**src/design/cwt_pkg.sv**
```systemverilog
// Shared types, codes and helper functions for the caller whitelist table.
`timescale 1ns / 1ps
`default_nettype none

package cwt_pkg;

    // Widths of one table word and of the command and result fields
    localparam int DIGITS_W = 64;
    localparam int ELEN_W   = 4;
    localparam int ENT_W    = DIGITS_W + ELEN_W;
    localparam int NLEN_W   = 5;
    localparam int OP_W     = 3;
    localparam int STAT_W   = 3;
    localparam int IDX_IN_W = 6;
    localparam int CNT_O_W  = 7;

    // Command codes
    localparam logic [OP_W-1:0] OP_CHECK  = 3'd0;
    localparam logic [OP_W-1:0] OP_ADD    = 3'd1;
    localparam logic [OP_W-1:0] OP_REMOVE = 3'd2;
    localparam logic [OP_W-1:0] OP_READ   = 3'd3;
    localparam logic [OP_W-1:0] OP_CLEAR  = 3'd4;
    localparam logic [OP_W-1:0] OP_APPEND = 3'd5;

    // Status codes
    localparam logic [STAT_W-1:0] ST_OK        = 3'd0;
    localparam logic [STAT_W-1:0] ST_PRESENT   = 3'd1;
    localparam logic [STAT_W-1:0] ST_FULL      = 3'd2;
    localparam logic [STAT_W-1:0] ST_INVALID   = 3'd3;
    localparam logic [STAT_W-1:0] ST_NOT_FOUND = 3'd4;
    localparam logic [STAT_W-1:0] ST_IGNORED   = 3'd5;
    localparam logic [STAT_W-1:0] ST_RANGE     = 3'd6;

    // Length limits of a number
    localparam logic [NLEN_W-1:0] LEN_OVER      = 5'd16;
    localparam logic [NLEN_W-1:0] MIN_VALID_LEN = 5'd10;
    localparam logic [3:0]        DIGIT_LIMIT   = 4'd10;

    typedef logic [DIGITS_W-1:0] t_digits;

    // Keep the nibbles below len, zero the rest
    function automatic t_digits len_mask(input logic [NLEN_W-1:0] len);
        t_digits m;
        m = '0;
        for (int i = 0; i < 16; i++) begin
            if (NLEN_W'(i) < len) begin
                m[4*i +: 4] = 4'hF;
            end
        end
        return m;
    endfunction

    // True when every character below len is a digit
    function automatic logic all_digits(input t_digits d, input logic [NLEN_W-1:0] len);
        logic ok;
        ok = 1'b1;
        for (int i = 0; i < 16; i++) begin
            if ((NLEN_W'(i) < len) && (d[4*i +: 4] >= DIGIT_LIMIT)) begin
                ok = 1'b0;
            end
        end
        return ok;
    endfunction

endpackage

`default_nettype wire

```
**src/design/cwt_if.sv**
```systemverilog
// Valid/ready channel interfaces for commands and responses.
`timescale 1ns / 1ps
`default_nettype none

interface cwt_cmd_if;
    import cwt_pkg::*;
    logic                valid;
    logic                ready;
    logic [OP_W-1:0]     operation;
    logic [DIGITS_W-1:0] number_digits;
    logic [NLEN_W-1:0]   number_length;
    logic [IDX_IN_W-1:0] entry_index;

    modport source (output valid, operation, number_digits, number_length, entry_index,
                    input ready);
    modport sink   (input valid, operation, number_digits, number_length, entry_index,
                    output ready);
endinterface

interface cwt_rsp_if;
    import cwt_pkg::*;
    logic                valid;
    logic                ready;
    logic [STAT_W-1:0]   status;
    logic                authorized;
    logic [DIGITS_W-1:0] entry_digits;
    logic [ELEN_W-1:0]   entry_length;
    logic [CNT_O_W-1:0]  entry_count;
    logic                persist_request;

    modport source (output valid, status, authorized, entry_digits, entry_length,
                    entry_count, persist_request, input ready);
    modport sink   (input valid, status, authorized, entry_digits, entry_length,
                    entry_count, persist_request, output ready);
endinterface

`default_nettype wire

```
**src/design/cwt_ram.sv**
```systemverilog
// Generic simple dual-port RAM with registered read.
`timescale 1ns / 1ps
`default_nettype none

module cwt_ram #(
    parameter int WIDTH = 68,
    parameter int DEPTH = 16
) (
    input  wire logic                                   i_clk,
    input  wire logic                                   i_we,
    input  wire logic [(DEPTH > 1 ? $clog2(DEPTH) : 1)-1:0] i_waddr,
    input  wire logic [WIDTH-1:0]                       i_wdata,
    input  wire logic [(DEPTH > 1 ? $clog2(DEPTH) : 1)-1:0] i_raddr,
    output logic      [WIDTH-1:0]                       o_rdata
);

    logic [WIDTH-1:0] r_mem [DEPTH];

    // Write one word; the read word is registered
    always_ff @(posedge i_clk) begin
        if (i_we) begin
            r_mem[i_waddr] <= i_wdata;
        end
        o_rdata <= r_mem[i_raddr];
    end

endmodule

`default_nettype wire

```
**src/design/caller_whitelist_table_core.sv**
```systemverilog
// Ordered phone number whitelist table with search, compaction and a sequencer.
// Sequencing: clear, append and rejected commands go from decode straight to done;
//   a read adds a RAM wait state; check, add and remove read and compare each stored
//   entry in turn, and a remove then moves each later entry down by a read and a write.
// Throughput: one command at a time; the next is accepted once the sequencer is idle,
//   while the previous result may still wait in the output register.
// Reset clears the entry count, sequencer and output valid; table RAM needs no clear.
`timescale 1ns / 1ps
`default_nettype none

module caller_whitelist_table_core
    import cwt_pkg::*;
#(
    parameter int ENTRIES    = 16,
    parameter int MAX_DIGITS = 15
) (
    input  wire logic  i_clk,
    input  wire logic  i_rst_n,
    cwt_cmd_if.sink    i_cmd,
    cwt_rsp_if.source  o_rsp
);

    localparam int IDX_W = (ENTRIES > 1) ? $clog2(ENTRIES) : 1;
    localparam int CNT_W = $clog2(ENTRIES + 1);
    localparam logic [CNT_W-1:0]  ENTRIES_C = CNT_W'(ENTRIES);
    localparam logic [NLEN_W-1:0] MAX_LEN_C = NLEN_W'(MAX_DIGITS);

    // Sequencer states
    localparam logic [2:0] S_IDLE     = 3'd0;
    localparam logic [2:0] S_DECODE   = 3'd1;
    localparam logic [2:0] S_SRCH_RD  = 3'd2;
    localparam logic [2:0] S_SRCH_CMP = 3'd3;
    localparam logic [2:0] S_SHF_RD   = 3'd4;
    localparam logic [2:0] S_SHF_WR   = 3'd5;
    localparam logic [2:0] S_RD_WAIT  = 3'd6;
    localparam logic [2:0] S_DONE     = 3'd7;

    logic [2:0]          r_state, n_state;
    logic [OP_W-1:0]     r_op;
    t_digits             r_digits;
    logic [NLEN_W-1:0]   r_len;
    logic [IDX_IN_W-1:0] r_idx;
    logic [CNT_W-1:0]    r_ptr, n_ptr;
    logic [CNT_W-1:0]    r_count, n_count;

    // Result being built
    logic [STAT_W-1:0]   r_status, n_status;
    logic                r_auth, n_auth;
    t_digits             r_rd_digits, n_rd_digits;
    logic [ELEN_W-1:0]   r_rd_len, n_rd_len;
    logic                r_persist, n_persist;

    // Output register
    logic                r_out_valid, n_out_valid;
    logic [STAT_W-1:0]   r_o_status;
    logic                r_o_auth;
    t_digits             r_o_digits;
    logic [ELEN_W-1:0]   r_o_len;
    logic [CNT_O_W-1:0]  r_o_count;
    logic                r_o_persist;
    logic                out_load;

    // Table RAM ports
    logic                ram_we;
    logic [IDX_W-1:0]    ram_waddr;
    logic [ENT_W-1:0]    ram_wdata;
    logic [IDX_W-1:0]    ram_raddr;
    logic [ENT_W-1:0]    ram_rdata;

    logic                cmd_fire;
    logic [NLEN_W-1:0]   in_len;
    logic                num_valid;
    logic                hit;
    logic                full;
    logic [CNT_W-1:0]    ptr_inc;
    logic [ELEN_W-1:0]   st_len;
    t_digits             st_digits;

    assign cmd_fire = i_cmd.valid && i_cmd.ready;
    assign i_cmd.ready = (r_state == S_IDLE);

    // Clamp an overlong length to the "too long" code
    assign in_len = (i_cmd.number_length > LEN_OVER) ? LEN_OVER : i_cmd.number_length;

    // Shared word checks
    assign num_valid = (r_len >= MIN_VALID_LEN) && (r_len <= MAX_LEN_C)
                       && all_digits(r_digits, r_len);
    assign hit = !r_len[NLEN_W-1] && (ram_rdata[ENT_W-1 -: ELEN_W] == r_len[ELEN_W-1:0])
                 && (ram_rdata[DIGITS_W-1:0] == r_digits);
    assign full    = (r_count == ENTRIES_C);
    assign ptr_inc = r_ptr + CNT_W'(1);

    // Truncated form for a word written by append or add
    assign st_len    = (r_len > MAX_LEN_C) ? MAX_LEN_C[ELEN_W-1:0] : r_len[ELEN_W-1:0];
    assign st_digits = r_digits & len_mask({1'b0, st_len});

    assign out_load = (r_state == S_DONE) && (!r_out_valid || o_rsp.ready);

    cwt_ram #(
        .WIDTH (ENT_W),
        .DEPTH (ENTRIES)
    ) u_table (
        .i_clk   (i_clk),
        .i_we    (ram_we),
        .i_waddr (ram_waddr),
        .i_wdata (ram_wdata),
        .i_raddr (ram_raddr),
        .o_rdata (ram_rdata)
    );

    // Sequence one command
    always_comb begin
        n_state     = r_state;
        n_ptr       = r_ptr;
        n_count     = r_count;
        n_status    = r_status;
        n_auth      = r_auth;
        n_rd_digits = r_rd_digits;
        n_rd_len    = r_rd_len;
        n_persist   = r_persist;
        ram_we      = 1'b0;
        ram_waddr   = r_count[IDX_W-1:0];
        ram_wdata   = {st_len, st_digits};
        ram_raddr   = r_ptr[IDX_W-1:0];

        unique case (r_state)
            S_IDLE: begin
                n_status    = ST_OK;
                n_auth      = 1'b0;
                n_rd_digits = '0;
                n_rd_len    = '0;
                n_persist   = 1'b0;
                n_ptr       = '0;
                if (cmd_fire) begin
                    n_state = S_DECODE;
                end
            end
            S_DECODE: begin
                n_state = S_DONE;
                unique case (r_op) inside
                    OP_CHECK: begin
                        if (r_len != '0 && !r_len[NLEN_W-1]) begin
                            n_state = S_SRCH_RD;
                        end
                    end
                    OP_ADD, OP_REMOVE: begin
                        if (!num_valid) begin
                            n_status = ST_INVALID;
                        end else begin
                            n_state = S_SRCH_RD;
                        end
                    end
                    OP_READ: begin
                        if ({1'b0, r_idx} >= CNT_O_W'(r_count)) begin
                            n_status = ST_RANGE;
                        end else begin
                            ram_raddr = r_idx[IDX_W-1:0];
                            n_state   = S_RD_WAIT;
                        end
                    end
                    OP_CLEAR: begin
                        n_count = '0;
                    end
                    OP_APPEND: begin
                        if (full || r_len == '0) begin
                            n_status = ST_IGNORED;
                        end else begin
                            ram_we  = 1'b1;
                            n_count = r_count + CNT_W'(1);
                        end
                    end
                    default: begin
                        n_status = ST_IGNORED;
                    end
                endcase
            end
            S_SRCH_RD: begin
                if (r_ptr >= r_count) begin
                    // End of table without a match
                    n_state = S_DONE;
                    if (r_op == OP_REMOVE) begin
                        n_status = ST_NOT_FOUND;
                    end else if (r_op == OP_ADD) begin
                        if (full) begin
                            n_status = ST_FULL;
                        end else begin
                            ram_we    = 1'b1;
                            n_count   = r_count + CNT_W'(1);
                            n_persist = 1'b1;
                        end
                    end
                end else begin
                    n_state = S_SRCH_CMP;
                end
            end
            S_SRCH_CMP: begin
                if (hit) begin
                    n_state = S_DONE;
                    if (r_op == OP_CHECK) begin
                        n_auth = 1'b1;
                    end else if (r_op == OP_ADD) begin
                        n_status = ST_PRESENT;
                    end else begin
                        n_state = S_SHF_RD;
                    end
                end else begin
                    n_ptr   = ptr_inc;
                    n_state = S_SRCH_RD;
                end
            end
            S_SHF_RD: begin
                if (ptr_inc >= r_count) begin
                    n_count   = r_count - CNT_W'(1);
                    n_persist = 1'b1;
                    n_state   = S_DONE;
                end else begin
                    ram_raddr = ptr_inc[IDX_W-1:0];
                    n_state   = S_SHF_WR;
                end
            end
            S_SHF_WR: begin
                // Move the next entry down one place
                ram_we    = 1'b1;
                ram_waddr = r_ptr[IDX_W-1:0];
                ram_wdata = ram_rdata;
                n_ptr     = ptr_inc;
                n_state   = S_SHF_RD;
            end
            S_RD_WAIT: begin
                n_rd_digits = ram_rdata[DIGITS_W-1:0];
                n_rd_len    = ram_rdata[ENT_W-1 -: ELEN_W];
                n_state     = S_DONE;
            end
            S_DONE: begin
                if (out_load) begin
                    n_state = S_IDLE;
                end
            end
            default: begin
                n_state = S_IDLE;
            end
        endcase
    end

    // Hold or drop the output word
    always_comb begin
        n_out_valid = r_out_valid;
        if (out_load) begin
            n_out_valid = 1'b1;
        end else if (o_rsp.ready) begin
            n_out_valid = 1'b0;
        end
    end

    // Control state
    always_ff @(posedge i_clk) begin
        if (!i_rst_n) begin
            r_state     <= S_IDLE;
            r_count     <= '0;
            r_out_valid <= 1'b0;
        end else begin
            r_state     <= n_state;
            r_count     <= n_count;
            r_out_valid <= n_out_valid;
        end
    end

    // Command capture and working registers
    always_ff @(posedge i_clk) begin
        if (cmd_fire) begin
            r_op     <= i_cmd.operation;
            r_digits <= i_cmd.number_digits & len_mask(in_len);
            r_len    <= in_len;
            r_idx    <= i_cmd.entry_index;
        end
        r_ptr       <= n_ptr;
        r_status    <= n_status;
        r_auth      <= n_auth;
        r_rd_digits <= n_rd_digits;
        r_rd_len    <= n_rd_len;
        r_persist   <= n_persist;
    end

    // Output word
    always_ff @(posedge i_clk) begin
        if (out_load) begin
            r_o_status  <= r_status;
            r_o_auth    <= r_auth;
            r_o_digits  <= r_rd_digits;
            r_o_len     <= r_rd_len;
            r_o_count   <= CNT_O_W'(r_count);
            r_o_persist <= r_persist;
        end
    end

    assign o_rsp.valid           = r_out_valid;
    assign o_rsp.status          = r_o_status;
    assign o_rsp.authorized      = r_o_auth;
    assign o_rsp.entry_digits    = r_o_digits;
    assign o_rsp.entry_length    = r_o_len;
    assign o_rsp.entry_count     = r_o_count;
    assign o_rsp.persist_request = r_o_persist;

    // Entry count never passes the table size
    a_count_bound: assert property (@(posedge i_clk) disable iff (!i_rst_n)
        r_count <= ENTRIES_C)
        else $error("entry count above table size");

    // A save is requested only with a good status
    a_persist_ok: assert property (@(posedge i_clk) disable iff (!i_rst_n)
        (o_rsp.valid && o_rsp.persist_request) |-> (o_rsp.status == ST_OK))
        else $error("persist request with error status");

    // A match needs a non-empty table
    a_auth_count: assert property (@(posedge i_clk) disable iff (!i_rst_n)
        (o_rsp.valid && o_rsp.authorized) |->
            (o_rsp.status == ST_OK && o_rsp.entry_count != '0))
        else $error("authorized with empty table");

    // Compaction moves only entries inside the table
    a_shift_range: assert property (@(posedge i_clk) disable iff (!i_rst_n)
        (r_state == S_SHF_WR) |-> (ptr_inc < r_count))
        else $error("compaction beyond last entry");

    // A finished remove shrinks the table by one
    a_remove_shrink: assert property (@(posedge i_clk) disable iff (!i_rst_n)
        (r_state == S_SHF_RD && ptr_inc >= r_count) |=> (r_count == $past(r_count) - CNT_W'(1)))
        else $error("remove did not shrink table");

endmodule

`default_nettype wire

```
**src/flat_wrapper.sv**
```systemverilog
// flat-port wrapper written by rule: the top's interface ports become plain ports
module caller_whitelist_table_core_flat import cwt_pkg::*;
#(
    parameter int ENTRIES    = 16,
    parameter int MAX_DIGITS = 15
)
  (i_clk, i_rst_n, i_cmd_valid, i_cmd_operation, i_cmd_number_digits, i_cmd_number_length, i_cmd_entry_index, i_cmd_ready, o_rsp_valid, o_rsp_status, o_rsp_authorized, o_rsp_entry_digits, o_rsp_entry_length, o_rsp_entry_count, o_rsp_persist_request, o_rsp_ready);
  cwt_cmd_if i_cmd_i ();
  cwt_rsp_if o_rsp_i ();
  input  wire logic i_clk;
  input  wire logic i_rst_n;
  input wire logic [$bits(i_cmd_i.valid)-1:0] i_cmd_valid;
  input wire logic [$bits(i_cmd_i.operation)-1:0] i_cmd_operation;
  input wire logic [$bits(i_cmd_i.number_digits)-1:0] i_cmd_number_digits;
  input wire logic [$bits(i_cmd_i.number_length)-1:0] i_cmd_number_length;
  input wire logic [$bits(i_cmd_i.entry_index)-1:0] i_cmd_entry_index;
  output wire logic [$bits(i_cmd_i.ready)-1:0] i_cmd_ready;
  output wire logic [$bits(o_rsp_i.valid)-1:0] o_rsp_valid;
  output wire logic [$bits(o_rsp_i.status)-1:0] o_rsp_status;
  output wire logic [$bits(o_rsp_i.authorized)-1:0] o_rsp_authorized;
  output wire logic [$bits(o_rsp_i.entry_digits)-1:0] o_rsp_entry_digits;
  output wire logic [$bits(o_rsp_i.entry_length)-1:0] o_rsp_entry_length;
  output wire logic [$bits(o_rsp_i.entry_count)-1:0] o_rsp_entry_count;
  output wire logic [$bits(o_rsp_i.persist_request)-1:0] o_rsp_persist_request;
  input wire logic [$bits(o_rsp_i.ready)-1:0] o_rsp_ready;
  assign i_cmd_i.valid = i_cmd_valid;
  assign i_cmd_i.operation = i_cmd_operation;
  assign i_cmd_i.number_digits = i_cmd_number_digits;
  assign i_cmd_i.number_length = i_cmd_number_length;
  assign i_cmd_i.entry_index = i_cmd_entry_index;
  assign i_cmd_ready = i_cmd_i.ready;
  assign o_rsp_valid = o_rsp_i.valid;
  assign o_rsp_status = o_rsp_i.status;
  assign o_rsp_authorized = o_rsp_i.authorized;
  assign o_rsp_entry_digits = o_rsp_i.entry_digits;
  assign o_rsp_entry_length = o_rsp_i.entry_length;
  assign o_rsp_entry_count = o_rsp_i.entry_count;
  assign o_rsp_persist_request = o_rsp_i.persist_request;
  assign o_rsp_i.ready = o_rsp_ready;
  caller_whitelist_table_core #(.ENTRIES(ENTRIES), .MAX_DIGITS(MAX_DIGITS)) u_core (.i_clk(i_clk), .i_rst_n(i_rst_n), .i_cmd(i_cmd_i), .o_rsp(o_rsp_i));
endmodule
```
**config.mk**
```make
export PLATFORM = sky130hd
export DESIGN_NAME = caller_whitelist_table_core_flat
export DESIGN_NICKNAME = d
export VERILOG_FILES = /design/src/design/cwt_pkg.sv /design/src/design/cwt_if.sv /design/src/design/cwt_ram.sv /design/src/design/caller_whitelist_table_core.sv /design/src/flat_wrapper.sv
export SDC_FILE = /design/constraint.sdc
export NUM_CORES = 1
export LEC_CHECK = 0
export BUFFER_PORTS_ARGS = -buffer_cell sky130_fd_sc_hd__buf_2
export CORE_MARGIN = 5
export CORE_UTILIZATION = 45
export CTS_CLUSTER_DIAMETER = 200
export CTS_CLUSTER_SIZE = 16
export DETAILED_ROUTE_END_ITERATION = 7
export GPL_ROUTABILITY_DRIVEN = 0
export GPL_TIMING_DRIVEN = 0
export PLACE_DENSITY = 0.63
export SLEW_MARGIN = 20
export SYNTH_ARGS = -nofsm -noshare
export SYNTH_HDL_FRONTEND = slang
export SYNTH_HIERARCHICAL = 1
export SYNTH_SLANG_ARGS = --single-unit
export TNS_END_PERCENT = 20
```
**constraint.sdc**
```tcl
create_clock -name i_clk -period 9.4 [get_ports i_clk]
set_input_delay 1.88 -clock i_clk [delete_from_list [all_inputs] [get_ports i_clk]]
set_output_delay 1.88 -clock i_clk [all_outputs]
set_load 0.03 [all_outputs]
```
**Word level (Yosys, flattened, before mapping)**

Memory sizes are Yosys's and may differ from the RTL's. A register that Yosys moved wholly into a read port is not among the register bits.
Cells that the tools add are included.
W data, S select, Z words.

- Muxes and demuxes: 127
- Reductions and logical operators: 46
- Order comparisons: 70
- Eq/ne operators: 35
- Add/subtract/negate cells: 3
- Bitwise operators: 2

Operator list:

| cell | count |
|---|---|
| $mux W4 | 52 |
| $pmux W64 S2 | 1 |
| $lt A4 B5 Y1 const A | 16 |
| $mux W68 | 1 |
| $and A64 B60 Y64 | 1 |
| $and A64 B64 Y64 | 1 |
| $eq A64 B64 Y1 | 1 |
| $ge A4 B4 Y1 const B | 16 |
| $mux W3 | 17 |
| $lt A3 B5 Y1 const A | 8 |
| $mux W5 | 8 |
| $mux W1 | 34 |
| $pmux W5 S3 | 2 |
| $lt A4 B4 Y1 const A | 7 |
| $pmux W3 S4 | 2 |
| $pmux W3 S8 | 1 |
| $logic_and A1 B1 Y1 | 23 |
| $lt A1 B5 Y1 const A | 4 |
| $lt A2 B5 Y1 const A | 4 |
| $eq A3 B3 Y1 const B | 6 |
| $lt A3 B4 Y1 const A | 4 |
| $pmux W4 S2 | 2 |
| $ne A2 B1 Y1 const B | 7 |
| $eq A3 B2 Y1 const B | 4 |
| 35 further kinds | 61 |

- Memories: 1
- Word-level logic and storage cells: 303
- Register bits after elaboration: 243
- Output and inout port bits: 82
- Input port bits: 82
- Memory bits (writable): 1088

Memory list:

| memory | words | bits a word | read ports | clocked after memory_dff | wr ports | line | source |
|---|---|---|---|---|---|---|---|
| u_core.u_table.r_mem | 16 | 68 | 1 | 1 | 1 | cwt_ram.sv:17 | `logic [WIDTH-1:0] r_mem [DEPTH];` |

**Logic depth before layout (Yosys ltp)**

- Depth after elaboration: 22
- Depth in mapped cells: 15
- Depth with buffers taken out: 12

**Modules after synthesis**

The synthesis kept the hierarchy.

By module, submodules not included:

| module | sequential area each (um^2) | area each (um^2) | cells an instance | instances |
|---|---|---|---|---|
| cwt_ram | 34032.6 | 41980.3 | 1750 | 1 |
| caller_whitelist_table_core | 7206.9 | 11578.6 | 947 | 1 |

**Worst setup path before layout**

Ideal clock, no wire load.

- Path kind: reg2reg
- From: register u_core.r_state[2]
- To: memory u_core.u_table.r_mem[0][0], enable pin
- Clock period less this slack: 7315 ps
- Arrival time: 6738 ps
- Setup slack: 2085 ps
- Stages on the path, launching flop included: 9
- Required time: 8822 ps
- Library setup time: 578 ps
- Buffers on the path: 3
- Cells stage by stage: dfxtp_1 inv_1 clkbuf_1 nor3_2 clkbuf_1 clkbuf_1 o21ai_0 or3b_2 nor3_1

- Elaborated cells on any way between the ends: 7
- Those cells by class: eq/ne (3); mux (4)

RTL lines:

| element | line | source |
|---|---|---|
| from (decl) | caller_whitelist_table_core.sv:38 | `logic [2:0] r_state, n_state;` |
| from (signal assigned) | caller_whitelist_table_core.sv:262 | `r_state <= n_state;` |
| $eq A3 B3 Y1 | caller_whitelist_table_core.sv:126 | `unique case (r_state)` |
| $mux W4 | caller_whitelist_table_core.sv:126 |  |
| via u_core.ram_waddr[2] | caller_whitelist_table_core.sv:65 | `logic [IDX_W-1:0] ram_waddr;` |
| to (decl) | cwt_ram.sv:17 |  |

The timed path passes the listed nets, and every way through them passes these cells.

**Worst setup path in the final report**

- From: register u_core.r_state[2]
- To: memory u_core.u_table.r_mem[0][54], enable pin

Same word-level chain as after synthesis.

==> results.json <==
{
  "wl_met3_um": 20100,
  "synth_flop_cell": "edfxtp_1",
  "hold_depth": 0,
  "drt-vias-per-instance": 6.27,
  "cts_buffer_depth": 3,
  "path_max_fanout": 10,
  "fin_cells": 4689,
  "dieArea_um2": 126000,
  "vias": 29414,
  "ant_nets": 0,
  "synth.area.top_cells": "edfxtp_1 (74%), mux4_2 (11%), dfxtp_1 (2.9%), a22oi_1 (1.9%), nand2_1 (0.98%)",
  "hold_violations": 0,
  "pin_count": 164,
  "fin_nets": 3171,
  "synth.distinct_cells": 73,
  "relSlewSlack_pct": 17.3,
  "maxCapViolations": 0,
  "ir_worst_vdd_v": 0.000174,
  "path_cells": "inv_1 > clkbuf_1 > nor3_2 > clkbuf_1 > clkbuf_1 > o21ai_0 > or3b_2 > nor3_2 > buf_4 > buf_6 > buf_4 > buf_6",
  "firstDrtPassIters": 8,
  "track_usage_pct": 23.9,
  "htree_levels": 3,
  "postSynthCellCount": 2697,
  "drive_above_1_share_pct": 23.8,
  "postCtsHoldBufs": 0,
  "areaGrowthSynthToFinish_pct": 14.0,
  "setup_viol": 0,
  "dpl_cell_area_um2": 58200,
  "wl_met1_um": 60200,
  "min_period_ns": 5.26,
  "synth_top_area_share_pct": 74.1,
  "power.density_nw_per_um2": 312,
  "tightest_slew_ns": 1.24,
  "hp-class": "register to register",
  "dieHeight_um": 355,
  "nFillCells": 9214,
  "fp-row-count": 126,
  "critPathKind": "register to register",
  "drt-initial-drc-count": 4214,
  "cts_tree": "done",
  "wl_met2_um": 66600,
  "grt_first_pass_wirelength_um": 214000,
  "yosysTopAreaCell": "edfxtp_1",
  "wirelength_um": 152000,
  "critPathSlowestCell": "clkbuf_1",
  "rsz0062_at_grt": "no",
  "post_cts_buffers": 0,
  "cp.required_ns": 9.81,
  "yosysSeqAreaShare_pct": 77.0,
  "cp_common_cell": "clkbuf_1",
  "ys_warn_count": 6,
  "grt_max_degree": 47,
  "leakage_nw": 19.9,
  "io_buffers": 160,
  "core-area_um2": 118000,
  "cts_made_buffers": 97,
  "slew_viol_final": 0,
  "crit_path_max_incr_delay_ns": 0.78,
  "status": "finished clean",
  "cts_sinks": 1399,
  "cp.arrival_ns": 5.67,
  "synth_edf_count": 1322,
  "fin_crit_sh_pct": 56.0,
  "totalPowerFinal_mw": 19.1,
  "endpoint_kind": "register",
  "clk_pin_slew_ns": 0.07,
  "dp_hpwl_um": 105000,
  "synthArstFlopShare_pct": 0,
  "ys_ff_latch": 1399,
  "fp.dieW_um": 355,
  "remaining_drc_errors": 0,
  "avgSynthCellArea_um2": 19.9,
  "clock-skew-final_ns": 0.0419,
  "dr.max_layer_used": "met5",
  "ctsResizeCount": 0,
  "fmax_mhz": 190,
  "tns_ns": 0,
  "clkLatencyLatePin_ns": 0.70,
  "design_area_um2": 61100,
  "cts_root_buffer": "clkbuf_16",
  "dp.cells": 4508,
  "start_util_pct": 45.4,
  "netlist_area_um2": 53600,
  "detail_route.wl_per_cell_um": 32.5,
  "cp-start-kind": "register",
  "first_global_vias": 28792,
  "antenna_found_initial": 15,
  "grt.overflow.total": 0,
  "rr_worst_depth": 12
}
## critical path, delay by kind of cell (launching register included)
kind                   cells  cell delay (ns)
buffers and inverters      8             2.52
flip-flops                 1             0.37
AND/OR/NAND/NOR            3             1.77
AO/OA/AOI/OAI              1             0.29
## cells in the mapped netlist (5+ instances only)
cell type and number:
a21oi_1 31, a22o_1 39, a22oi_1 138, a31oi_1 10, and2_1 23, and3_1 68, buf_1 9, buf_2 37
buf_4 10, clkbuf_1 86, dfxtp_1 77, edfxtp_1 1322, ha_1 18, inv_1 22, mux4_2 272, nand2_1 140
nand2b_1 17, nand3_1 13, nand4_1 15, nor2_1 62, nor2b_1 58, nor3_1 16, nor4_1 13, o211ai_1 5
o21a_1 6, o21ai_0 50, xnor2_1 44, xor2_1 13
## worst paths after layout
check / startpoint / to / slack [ns]
min reg2reg: u_core/r_rd_digits[7] / u_core/o_rsp.entry_digits[7] / 0.42
max reg2reg: u_core/r_state[2] / u_core/u_table/r_mem[0][54] / 4.14
min: u_core/r_rd_digits[7] / u_core/o_rsp.entry_digits[7] / 0.42
max: u_core/r_state[2] / u_core/u_table/r_mem[0][54] / 4.14
## placed cells by master, fill, tap and decap left out, types with 27 or more instances in the layout
cell       count
nor2b_1       58
xnor2_1       44
a21oi_1       29
buf_16        28
clkbuf_16     99
dfxtp_1       77
edfxtp_1    1322
clkbuf_1     159
mux4_2       272
nor2_1        49
nand2_1      140
buf_4         59
buf_12        27
a22o_1        39
buf_2        197
o21ai_0       27
a22oi_1      138
and3_1        68
## layout make-up
class,count,area [um2],area share [%]
flip-flops and latches,1399,41200,67.5
multi-input cells,1132,11800,19.3
clock buffers,174,2760,4.52
repair buffers,274,2600,4.25
well taps,1536,1920,3.15
plain buffers,144,642,1.05
inverters,23,86.3,0.141
clock inverters,4,37.5,0.0615
diodes,3,7.51,0.0123
## metal layers
layer / vias up / track usage [%]
met4: 6 / 7.56
met2: 2031 / 35.1
met3: 301 / 7.50
li1: 11779 / -
met5: - / 0
met1: 15297 / 34.3
## cell families after synthesis
logic type	after synthesis	synth area share, %
flops	1399	77.0
simple gates	451	4.35
compound gates	331	4.49
mux	273	11.5
buf+inv	167	1.35
xor+xnor	57	0.932
fa+ha+maj	18	0.421
other cells	1	0.00700
## sequential cells by signal, indices dropped and copies added, names as in the netlist, 3 cells and up
register,cells
u_core/u_table/r_mem,1088
u_core/r_len,5
u_core/r_state,3
u_core/r_count,5
u_core/r_rd_digits,64
u_core/o_rsp.status,3
u_core/o_rsp.entry_digits,64
u_core/o_rsp.entry_count,5
u_core/r_idx,6
u_core/u_table/o_rdata,68
u_core/r_ptr,5
u_core/r_rd_len,4
u_core/o_rsp.entry_length,4
u_core/r_op,3
u_core/r_digits,64
u_core/r_status,3
## through the flow
step / util (%) / hold slack [ns] / setup WS, ns
after CTS: 51.7 / 0.423 / 4.28
after global placement: 47.7 / 0.406 / -5.68
after global routing: 51.7 / 0.430 / 4.01
final: 51.7 / 0.420 / 4.14
after floorplan: - / 0.400 / 2.08
after detailed placement: 49.3 / 0.406 / 4.31
## report_power, final
group	switching, mW	internal [mW]
clock	2.02	1.98
combinational	4.07	2.41
sequential	0.471	8.10
No activity file was read; power rests on OpenSTA's default activity.
